## config.mk

```make
export PLATFORM = sky130hd
export DESIGN_NAME = rgb_to_hsv_converter
export DESIGN_NICKNAME = d
export VERILOG_FILES = /design/src/design/rhc_pkg.sv /design/src/design/rhc_front.sv /design/src/design/rhc_div_step.sv /design/src/design/rhc_post.sv /design/src/design/rgb_to_hsv_converter.sv
export SDC_FILE = /design/constraint.sdc
export NUM_CORES = 2
export LEC_CHECK = 0
export BUFFER_PORTS_ARGS = -buffer_cell sky130_fd_sc_hd__buf_4
export CORE_MARGIN = 2
export CORE_UTILIZATION = 60
export CTS_BUF_LIST = sky130_fd_sc_hd__clkbuf_4 sky130_fd_sc_hd__clkbuf_8
export DETAILED_ROUTE_END_ITERATION = 8
export PLACE_DENSITY = 0.76
export SLEW_MARGIN = 0
export SYNTH_ARGS = -nofsm -noshare
export SYNTH_HDL_FRONTEND = slang
export SYNTH_SLANG_ARGS = --single-unit
```

## constraint.sdc

```tcl
create_clock -name clk -period 9.27 [get_ports clk]
set_clock_uncertainty 0.1 [all_clocks]
set_input_delay 0.4635 -clock clk [delete_from_list [all_inputs] [get_ports clk]]
set_output_delay 0.4635 -clock clk [all_outputs]
set_load 0.01 [all_outputs]
```

## src/design/rhc_pkg.sv

```systemverilog
`timescale 1ns / 1ps

package rhc_pkg;

  localparam int unsigned CHAN_W    = 8;
  localparam int unsigned HUE_W     = 16;
  localparam int unsigned QUO_W     = 14;
  localparam int unsigned REM_W     = 22;
  localparam int unsigned DIV_STEPS = QUO_W;

  typedef logic [CHAN_W-1:0] chan_t;
  typedef logic [HUE_W-1:0]  hue_t;
  typedef logic [QUO_W-1:0]  quo_t;
  typedef logic [REM_W-1:0]  rem_t;

  localparam quo_t  HUE_SIXTH      = 14'd10922;
  localparam hue_t  HUE_ZERO       = 16'd0;
  localparam hue_t  HUE_THIRD      = 16'd21845;
  localparam hue_t  HUE_TWO_THIRDS = 16'd43690;
  localparam hue_t  HUE_FULL       = 16'd65535;
  localparam chan_t CHAN_MAX       = 8'd255;

  typedef enum logic {
    HUE_ADD,
    HUE_SUB
  } hue_op_t;

  typedef struct packed {
    chan_t   num;
    chan_t   den;
    logic    rnd_up;
    hue_op_t op;
    hue_t    base;
    chan_t   value;
    chan_t   span;
  } sector_t;

  typedef struct packed {
    rem_t  rem;
    chan_t den;
    quo_t  quo;
  } div_lane_t;

  typedef struct packed {
    div_lane_t hue_lane;
    div_lane_t sat_lane;
    hue_op_t   op;
    hue_t      base;
    chan_t     value;
  } div_item_t;

  // one restoring step: try den << sh against the running remainder
  function automatic div_lane_t div_step(div_lane_t l, int unsigned sh);
    div_lane_t res;
    rem_t      trial;
    res   = l;
    trial = rem_t'(l.den) << sh;
    if (l.rem >= trial) begin
      res.rem = l.rem - trial;
      res.quo = l.quo | (quo_t'(1) << sh);
    end
    return res;
  endfunction

endpackage

```

## src/design/rhc_front.sv

```systemverilog
`timescale 1ns / 1ps

module rhc_front (
  input  logic                clk,
  input  logic                rst_n,
  input  logic                in_valid,
  output logic                in_ready,
  input  logic [31:0]         in_color_word,
  output logic                out_valid,
  input  logic                out_ready,
  output rhc_pkg::div_item_t  out_item
);

  rhc_pkg::chan_t     red, green, blue, mx, mn;
  rhc_pkg::sector_t   sec_nxt, sec_r;
  rhc_pkg::div_item_t item_nxt, item_r;
  logic               va_r, vb_r;
  logic               ready_a, ready_b;

  assign red   = in_color_word[31:24];
  assign green = in_color_word[23:16];
  assign blue  = in_color_word[15:8];

  assign ready_b  = !vb_r || out_ready;
  assign ready_a  = !va_r || ready_b;
  assign in_ready = ready_a;

  always_comb begin
    mx = red;
    if (green > mx) mx = green;
    if (blue > mx) mx = blue;
    mn = red;
    if (green < mn) mn = green;
    if (blue < mn) mn = blue;
  end

  always_comb begin
    sec_nxt.value = mx;
    sec_nxt.span  = mx - mn;
    sec_nxt.den   = (mx == mn) ? rhc_pkg::chan_t'(1) : mx - mn;
    if (red >= green && green >= blue) begin
      sec_nxt.base   = rhc_pkg::HUE_ZERO;
      sec_nxt.op     = rhc_pkg::HUE_ADD;
      sec_nxt.rnd_up = 1'b0;
      sec_nxt.num    = green - blue;
    end else if (green > red && red >= blue) begin
      sec_nxt.base   = rhc_pkg::HUE_THIRD;
      sec_nxt.op     = rhc_pkg::HUE_SUB;
      sec_nxt.rnd_up = 1'b1;
      sec_nxt.num    = red - blue;
    end else if (green >= blue && blue > red) begin
      sec_nxt.base   = rhc_pkg::HUE_THIRD;
      sec_nxt.op     = rhc_pkg::HUE_ADD;
      sec_nxt.rnd_up = 1'b0;
      sec_nxt.num    = blue - red;
    end else if (blue > green && green > red) begin
      sec_nxt.base   = rhc_pkg::HUE_TWO_THIRDS;
      sec_nxt.op     = rhc_pkg::HUE_SUB;
      sec_nxt.rnd_up = 1'b1;
      sec_nxt.num    = green - red;
    end else if (blue > red && red >= green) begin
      sec_nxt.base   = rhc_pkg::HUE_TWO_THIRDS;
      sec_nxt.op     = rhc_pkg::HUE_ADD;
      sec_nxt.rnd_up = 1'b0;
      sec_nxt.num    = red - green;
    end else begin
      sec_nxt.base   = rhc_pkg::HUE_FULL;
      sec_nxt.op     = rhc_pkg::HUE_SUB;
      sec_nxt.rnd_up = 1'b1;
      sec_nxt.num    = blue - green;
    end
  end

  // dividends: 10922*num (+ den-1 for ceiling) and span*255
  always_comb begin
    item_nxt.op             = sec_r.op;
    item_nxt.base           = sec_r.base;
    item_nxt.value          = sec_r.value;
    item_nxt.hue_lane.den   = sec_r.den;
    item_nxt.hue_lane.quo   = '0;
    item_nxt.hue_lane.rem   = rhc_pkg::rem_t'(sec_r.num) * rhc_pkg::rem_t'(rhc_pkg::HUE_SIXTH)
                            + (sec_r.rnd_up ? rhc_pkg::rem_t'(sec_r.den - 8'd1) : '0);
    item_nxt.sat_lane.den   = (sec_r.value == '0) ? rhc_pkg::chan_t'(1) : sec_r.value;
    item_nxt.sat_lane.quo   = '0;
    item_nxt.sat_lane.rem   = rhc_pkg::rem_t'(sec_r.span) * rhc_pkg::rem_t'(rhc_pkg::CHAN_MAX);
  end

  always_ff @(posedge clk) begin
    if (!rst_n) begin
      va_r <= 1'b0;
      vb_r <= 1'b0;
    end else begin
      if (ready_a) va_r <= in_valid;
      if (ready_b) vb_r <= va_r;
    end
  end

  always_ff @(posedge clk) begin
    if (in_valid && ready_a) sec_r <= sec_nxt;
    if (va_r && ready_b) item_r <= item_nxt;
  end

  assign out_valid = vb_r;
  assign out_item  = item_r;

  a_dens_nonzero: assert property (@(posedge clk) disable iff (!rst_n)
    vb_r |-> (item_r.hue_lane.den != '0) && (item_r.sat_lane.den != '0))
    else $error("divider lane entered with zero divisor");

endmodule

```

## src/design/rhc_div_step.sv

```systemverilog
`timescale 1ns / 1ps

module rhc_div_step #(
  parameter int unsigned STEP_BIT = 0
) (
  input  logic                clk,
  input  logic                rst_n,
  input  logic                in_valid,
  output logic                in_ready,
  input  rhc_pkg::div_item_t  in_item,
  output logic                out_valid,
  input  logic                out_ready,
  output rhc_pkg::div_item_t  out_item
);

  rhc_pkg::div_item_t item_nxt, item_r;
  logic               valid_r;

  assign in_ready = !valid_r || out_ready;

  always_comb begin
    item_nxt          = in_item;
    item_nxt.hue_lane = rhc_pkg::div_step(in_item.hue_lane, STEP_BIT);
    item_nxt.sat_lane = rhc_pkg::div_step(in_item.sat_lane, STEP_BIT);
  end

  always_ff @(posedge clk) begin
    if (!rst_n) begin
      valid_r <= 1'b0;
    end else if (in_ready) begin
      valid_r <= in_valid;
    end
  end

  always_ff @(posedge clk) begin
    if (in_valid && in_ready) item_r <= item_nxt;
  end

  assign out_valid = valid_r;
  assign out_item  = item_r;

  a_hue_rem_bound: assert property (@(posedge clk) disable iff (!rst_n)
    valid_r |-> item_r.hue_lane.rem < (rhc_pkg::rem_t'(item_r.hue_lane.den) << STEP_BIT))
    else $error("hue remainder out of range after step");

  a_sat_rem_bound: assert property (@(posedge clk) disable iff (!rst_n)
    valid_r |-> item_r.sat_lane.rem < (rhc_pkg::rem_t'(item_r.sat_lane.den) << STEP_BIT))
    else $error("saturation remainder out of range after step");

endmodule

```

## src/design/rhc_post.sv

```systemverilog
`timescale 1ns / 1ps

module rhc_post (
  input  logic                clk,
  input  logic                rst_n,
  input  logic                in_valid,
  output logic                in_ready,
  input  rhc_pkg::div_item_t  in_item,
  output logic                out_valid,
  input  logic                out_ready,
  output logic [15:0]         out_hue,
  output logic [7:0]          out_saturation,
  output logic [7:0]          out_brightness
);

  rhc_pkg::hue_t  hue_nxt, hue_r;
  rhc_pkg::chan_t sat_r, bright_r;
  logic           valid_r;

  assign in_ready = !valid_r || out_ready;

  always_comb begin
    case (in_item.op)
      rhc_pkg::HUE_ADD: hue_nxt = in_item.base + rhc_pkg::hue_t'(in_item.hue_lane.quo);
      rhc_pkg::HUE_SUB: hue_nxt = in_item.base - rhc_pkg::hue_t'(in_item.hue_lane.quo);
      default:          hue_nxt = rhc_pkg::HUE_ZERO;
    endcase
  end

  always_ff @(posedge clk) begin
    if (!rst_n) begin
      valid_r <= 1'b0;
    end else if (in_ready) begin
      valid_r <= in_valid;
    end
  end

  always_ff @(posedge clk) begin
    if (in_valid && in_ready) begin
      hue_r    <= hue_nxt;
      sat_r    <= in_item.sat_lane.quo[rhc_pkg::CHAN_W-1:0];
      bright_r <= in_item.value;
    end
  end

  assign out_valid      = valid_r;
  assign out_hue        = hue_r;
  assign out_saturation = sat_r;
  assign out_brightness = bright_r;

  a_black_zero: assert property (@(posedge clk) disable iff (!rst_n)
    valid_r && (bright_r == '0) |-> (sat_r == '0) && (hue_r == '0))
    else $error("black item with nonzero hue or saturation");

  a_grey_hue: assert property (@(posedge clk) disable iff (!rst_n)
    valid_r && (sat_r == '0) |-> (hue_r == '0))
    else $error("grey item with nonzero hue");

endmodule

```

## src/design/rgb_to_hsv_converter.sv

```systemverilog
`timescale 1ns / 1ps
// channel | ports                                      | direction
// --------+--------------------------------------------+----------
// input   | in_valid, in_ready, in_color_word[31:0]    | in
// result  | out_valid, out_ready, out_hue[15:0],       | out
//         | out_saturation[7:0], out_brightness[7:0]   |
//
// Pipeline: 2 front stages (sort/sector, dividend products),
// 14 restoring divide steps (one quotient bit each, hue and saturation lanes
// side by side), 1 output stage. Throughput one item per cycle when not stalled.
// Reset (rst_n low, synchronous) clears all stage valid bits.
// Each stage holds while the next one is full and stalled; bubbles close up.

module rgb_to_hsv_converter (
  input  logic        clk,
  input  logic        rst_n,
  input  logic        in_valid,
  output logic        in_ready,
  input  logic [31:0] in_color_word,
  output logic        out_valid,
  input  logic        out_ready,
  output logic [15:0] out_hue,
  output logic [7:0]  out_saturation,
  output logic [7:0]  out_brightness
);

  logic               stage_valid [0:rhc_pkg::DIV_STEPS];
  logic               stage_ready [0:rhc_pkg::DIV_STEPS];
  rhc_pkg::div_item_t stage_item  [0:rhc_pkg::DIV_STEPS];

  rhc_front u_front (
    .clk           (clk),
    .rst_n         (rst_n),
    .in_valid      (in_valid),
    .in_ready      (in_ready),
    .in_color_word (in_color_word),
    .out_valid     (stage_valid[0]),
    .out_ready     (stage_ready[0]),
    .out_item      (stage_item[0])
  );

  for (genvar k = 0; k < rhc_pkg::DIV_STEPS; k++) begin : g_div
    rhc_div_step #(
      .STEP_BIT (rhc_pkg::DIV_STEPS - 1 - k)
    ) u_step (
      .clk       (clk),
      .rst_n     (rst_n),
      .in_valid  (stage_valid[k]),
      .in_ready  (stage_ready[k]),
      .in_item   (stage_item[k]),
      .out_valid (stage_valid[k+1]),
      .out_ready (stage_ready[k+1]),
      .out_item  (stage_item[k+1])
    );
  end

  rhc_post u_post (
    .clk            (clk),
    .rst_n          (rst_n),
    .in_valid       (stage_valid[rhc_pkg::DIV_STEPS]),
    .in_ready       (stage_ready[rhc_pkg::DIV_STEPS]),
    .in_item        (stage_item[rhc_pkg::DIV_STEPS]),
    .out_valid      (out_valid),
    .out_ready      (out_ready),
    .out_hue        (out_hue),
    .out_saturation (out_saturation),
    .out_brightness (out_brightness)
  );

endmodule
```

After elaboration in Yosys (flattened, before gate mapping)
Cells that the tools add are included.
- $mul: 2
- bitwise logic cells: 1
- magnitude comparators: 37
- reduce and logical (&&, ||, !) cells: 58
- mux-type cells: 41
- equality and inequality tests: 1
- add/sub/neg operators: 37
- operators with widths (cell ; number):
    two-way mux 22 bit ; 26
    two-way mux 18 bit ; 4
    two-way mux 8 bit ; 9
    subtractor 8 bit ; 7
    >= comparator 22 x 10 -> 1 bit ; 2
    >= comparator 22 x 11 -> 1 bit ; 2
    >= comparator 22 x 12 -> 1 bit ; 2
    >= comparator 22 x 13 -> 1 bit ; 2
    >= comparator 22 x 14 -> 1 bit ; 2
    >= comparator 22 x 15 -> 1 bit ; 2
    >= comparator 22 x 16 -> 1 bit ; 2
    >= comparator 22 x 17 -> 1 bit ; 2
    >= comparator 22 x 18 -> 1 bit ; 2
    >= comparator 22 x 19 -> 1 bit ; 2
    >= comparator 22 x 20 -> 1 bit ; 2
    >= comparator 22 x 8 -> 1 bit ; 2
    >= comparator 22 x 9 -> 1 bit ; 2
    subtractor 22 x 10 -> 22 bit ; 2
    subtractor 22 x 11 -> 22 bit ; 2
    subtractor 22 x 12 -> 22 bit ; 2
    subtractor 22 x 13 -> 22 bit ; 2
    subtractor 22 x 14 -> 22 bit ; 2
    subtractor 22 x 15 -> 22 bit ; 2
    subtractor 22 x 16 -> 22 bit ; 2
    other kinds (27) ; 91
- word-level logic and storage cells: 355
- bits of input ports: 36
- register bits: 1600
- output and inout bits: 34

Depth between registers and ports, before layout
- depth after elaboration: 19
- depth in mapped cells: 29
- depth with buffers taken out: 28

Cells and area by module
A second synthesis with hierarchy kept.
- cells, all modules: 5720
- area total of the unflattened synthesis: 80539.7 µm²
- by module, submodules not included (module ; area an instance (µm²) ; cells each ; seq. area each (µm²) ; instances):
    rhc_front ; 11020.6 ; 1121 ; 3042.9 ; 1
    rhc_div_step at g_div[13].u_step ; 5022.3 ; 352 ; 3413.3 ; 1
    rhc_div_step at g_div[12].u_step ; 4998.5 ; 361 ; 3413.3 ; 1
    rhc_div_step at g_div[11].u_step ; 4981.0 ; 331 ; 3413.3 ; 1
    rhc_div_step at g_div[8].u_step ; 4966.0 ; 329 ; 3413.3 ; 1
    rhc_div_step at g_div[10].u_step ; 4931.0 ; 327 ; 3413.3 ; 1
    rhc_div_step at g_div[9].u_step ; 4914.7 ; 335 ; 3413.3 ; 1
    rhc_div_step at g_div[7].u_step ; 4877.2 ; 325 ; 3413.3 ; 1
    rhc_div_step at g_div[6].u_step ; 4780.8 ; 317 ; 3413.3 ; 1
    rhc_div_step at g_div[5].u_step ; 4764.6 ; 311 ; 3413.3 ; 1
    rhc_div_step at g_div[4].u_step ; 4738.3 ; 309 ; 3413.3 ; 1
    rhc_div_step at g_div[0].u_step ; 4633.2 ; 271 ; 3413.3 ; 1
    rhc_div_step at g_div[2].u_step ; 4633.2 ; 283 ; 3413.3 ; 1
    rhc_div_step at g_div[3].u_step ; 4593.2 ; 286 ; 3413.3 ; 1
    +2 rows ; -- ; -- ; -- ; --

Least setup slack after synthesis
OpenSTA, ideal clock, no wires.
- path type: input to register
- from: in out_ready
- to: reg g_div[11].u_step.item_r, in the netlist g_div[11].u_step.out_item[0], enable pin
- required time: 8.497 ns
- stages on the path: 3
- arrival: 7.215 ns
- path slack: 1.282 ns
- cells stage by stage: nor2b_1 and3_1 a21boi_0
- cells in the longest elaborated chain, start to end: 5
- ends and longest elaborated chain (what ; RTL line ; text):
    start: declaration ; rgb_to_hsv_converter.sv:21 ; input logic out_ready,
    logical OR 1 bit ; rhc_post.sv:20 ; assign in_ready = !valid_r || out_ready;
    logical OR 1 bit (3 in series) ; rhc_div_step.sv:19 ; assign in_ready = !valid_r || out_ready;
    logical AND 1 bit ; rhc_div_step.sv:36 ; if (in_valid && in_ready) item_r <= item_nxt;
    end signal: assignment ; rhc_div_step.sv:36 ;
    end: declaration ; rhc_div_step.sv:16 ; rhc_pkg::div_item_t item_nxt, item_r;
No other way between the ends.
A chain may end at the register's enable or synchronous reset.

==> results.cfg <==
[layout]
drive_gt1_share_pct = 9.04
fin_util_pct = 66.6
final_cells = 6456
nFillCells = 7050
layout_common_cells = edfxtp_1, inv_1, ha_1
final_area_um2 = 66700
final_common_cell = edfxtp_1
layout.nets = 5518
multi_input_comb_area_um2 = 22100
areaGrowthSynthToFinish_pct = 9.97
final-seq-area_um2 = 36600

[sta]
rsz0062_at_grt = no
hold_viol = 0
maxSlewHeadroom_pct = 24.5
fin_crit_ns = 5.62
finalCritPeriodShare_pct = 60.6
report.final.setup_viol = 0
hold_ws_ns = 0.103
setup_tns_ns = 0
final.setup.worst_slack_ns = 3.65
final_max_slew_viol_count = 0
worstMarginPinSlew_ns = 1.13
fmax_ghz = 0.178

[placement]
io_buffers = 61
gp_congestion = 0.971
dp.cells = 6100
dpl.hpwl_mm = 77.4
place_ws_ns = 2.80
place_area_um2 = 62800

[grt]
grt_overflow = 0
grt_max_degree = 78
grt_usage_pct = 20.4
grt_pass1_wl_mm = 170
grt_pass1_vias = 35900
grt_antenna_before_repair = 1

[clock_tree]
htree_num_levels = 4
cts_buffers = 191
clkTransAtPathRegs_ns = 0.06
cts_num_sinks = 1224
cts-root-buf = clkbuf_8
cts_tree = yes
insertion_delay_ns = 0.86
cts_resized = 0
clockBufferDepth = 3

[floorplanning]
core-area_um2 = 100000
die_area_um2 = 104000
die_h_um = 322
io_pins = 70
die_w_um = 322
row_count = 116
start_util_pct = 60.6

[route]
drt_iter0_markers = 1882
finalWirelength_mm = 104
drt_pre_antenna_iters = 6
detail-route-antenna-nets = 0
drcViolationCount = 0
vias = 35500
routedWlPerCell_um = 16.1
avgViaCountPerCell = 5.50

[worst_setup_path]
worstSetupEndpointType = flip-flop
path_common_cell = a21oi_1
ff2ff_setup_slack_ns = 3.66
cp_top_family = compound AO/OA/AOI/OAI gates
rr_endpoint = u_front.out_item[112]
max_stage_delay_ns = 0.64
crit_required_ns = 9.77
r2r_cells = 19
crit_buf_inv = 4
cp.arrival_ns = 6.12
r2r_start = u_front.sec_r[44]
crit_fanout = 18
crit_type = in2reg
cp-start-kind = input port
critPathSlowestCell = or3_1

[power_and_ir_drop]
cellPowerDensity_nw_per_um2 = 272
p_leak_nw = 24.9
power.total_mw = 18.2
peakVddDrop_v = 0.000929

[min_path]
min_path_type = in2reg
hold_end = u_front.item_nxt[1]
worstHoldStart = in_color_word[9]
hold_path_depth = 3

[synth]
ys_warn_count = 0
ys_seq_area_share_pct = 60.3
synth-seq-cells = 1224
synth_cell_types = 87
synthArstFlopShare_pct = 0
syn_nets = 5292
synth_ff_type = edfxtp_1
syn_avg_cell_area_um2 = 12.7
synth_cells = 4779
synth-edff-count = 1207
synthesis.area_um2 = 60700

[job]
drv_cap = 0

[run_status]
run_status = completed
final cells by class:
class	instances	area share, %
repair buffers	99	1.15
well taps	1298	2.43
diodes	2	0.00750
inverters	490	2.76
clock inverters	87	0.953
clock buffers	257	4.70
multi-input cells	2999	33.2
flip-flops and latches	1224	54.8
what timing repair did:
item,in CTS,in global routing
hold endpoints to repair,23,0
buffers inserted,0,0
hold buffers,10,0
Yosys cell counts, types with 13 or more instances:
library cell / instances / area share, %
fa_1: 75 / 2.5
a21o_1: 97 / 1.2
nor4_1: 77 / 0.79
nor3_1: 110 / 0.91
a211oi_1: 15 / 0.19
nand2_1: 272 / 1.7
xnor2_1: 214 / 3.1
nand4b_1: 21 / 0.30
nor2b_1: 105 / 1.1
and2_1: 19 / 0.20
clkbuf_1: 54 / 0.33
nand2b_1: 64 / 0.66
dfxtp_1: 17 / 0.56
mux2_2: 23 / 0.43
o21ai_0: 228 / 1.9
nor4b_1: 14 / 0.20
nand4_1: 46 / 0.47
o21bai_1: 16 / 0.20
nand3b_1: 17 / 0.21
inv_1: 488 / 3.0
a21oi_1: 249 / 2.1
a31oi_1: 22 / 0.23
nand3_1: 66 / 0.54
ha_1: 402 / 8.3
or4_1: 20 / 0.25
nor2_1: 315 / 1.9
nor3b_1: 13 / 0.16
xor2_1: 136 / 2.0
or3_1: 40 / 0.41
and3_1: 16 / 0.17
edfxtp_1: 1207 / 60
o21a_1: 44 / 0.54
mux2i_1: 21 / 0.35
o31ai_1: 46 / 0.57
a21boi_0: 54 / 0.67
kinds of logic (layout without fill, tap and decap cells):
logic type	count (synthesis)	after routing	share of synthesized area, %
compound gates	877	877	9.01
xor+xnor	351	351	5.08
fa+ha+maj	477	477	10.8
buf+inv	556	933	3.49
flops	1224	1224	60.3
mux	45	45	0.792
other cells	0	2	0
simple gates	1249	1249	10.6
state kept, by name, summed over array words and instances (netlist names):
| register | cells |
|---|---|
| g_div.u_step.out_item | 1075 |
| g_div.u_step.out_valid | 14 |
| u_front.item_nxt | 19 |
| u_front.out_item | 65 |
| u_front.out_valid | 1 |
| u_front.sec_r | 16 |
| u_front.va_r | 1 |
| u_post.out_brightness | 8 |
| u_post.out_hue | 16 |
| u_post.out_saturation | 8 |
| u_post.out_valid | 1 |
routing by layer:
metal  part of all wire (%)  vias to the layer above  GRT usage (%)
met4                    3.3                        0           9.02
met1                     40                    16700           23.0
li1                       -                    17900              -
met5                      0                        -              0
met2                     53                      666           37.7
met3                    3.6                      216           3.35
power breakdown:
part / switching [mW] / total, mW / internal, mW
Combinational: 3.69 / 6.90 / 3.21
Clock: 2.03 / 4.37 / 2.34
Sequential: 0.187 / 6.89 / 6.70
Total: 5.91 / 18.2 / 12.3
worst min-delay path, stage by stage:
cell and delay, ns:
buf_4 0.18, nor2_1 0.11, a21oi_1 0.10
how the worst max path moves through the flow:
stage                      startpoint                           end  cells past startpoint
global placement    in_color_word[16]          u_front.item_nxt[89]                     26
finish              in_color_word[16]          u_front.item_nxt[89]                     26
floorplan                   out_ready  g_div[11].u_step.out_item[0]                      3
CTS                 u_front.sec_r[44]         u_front.out_item[112]                     19
global route        in_color_word[16]          u_front.item_nxt[89]                     26
detailed placement  in_color_word[16]          u_front.item_nxt[89]                     26
No activity file was read; power rests on OpenSTA's default activity.
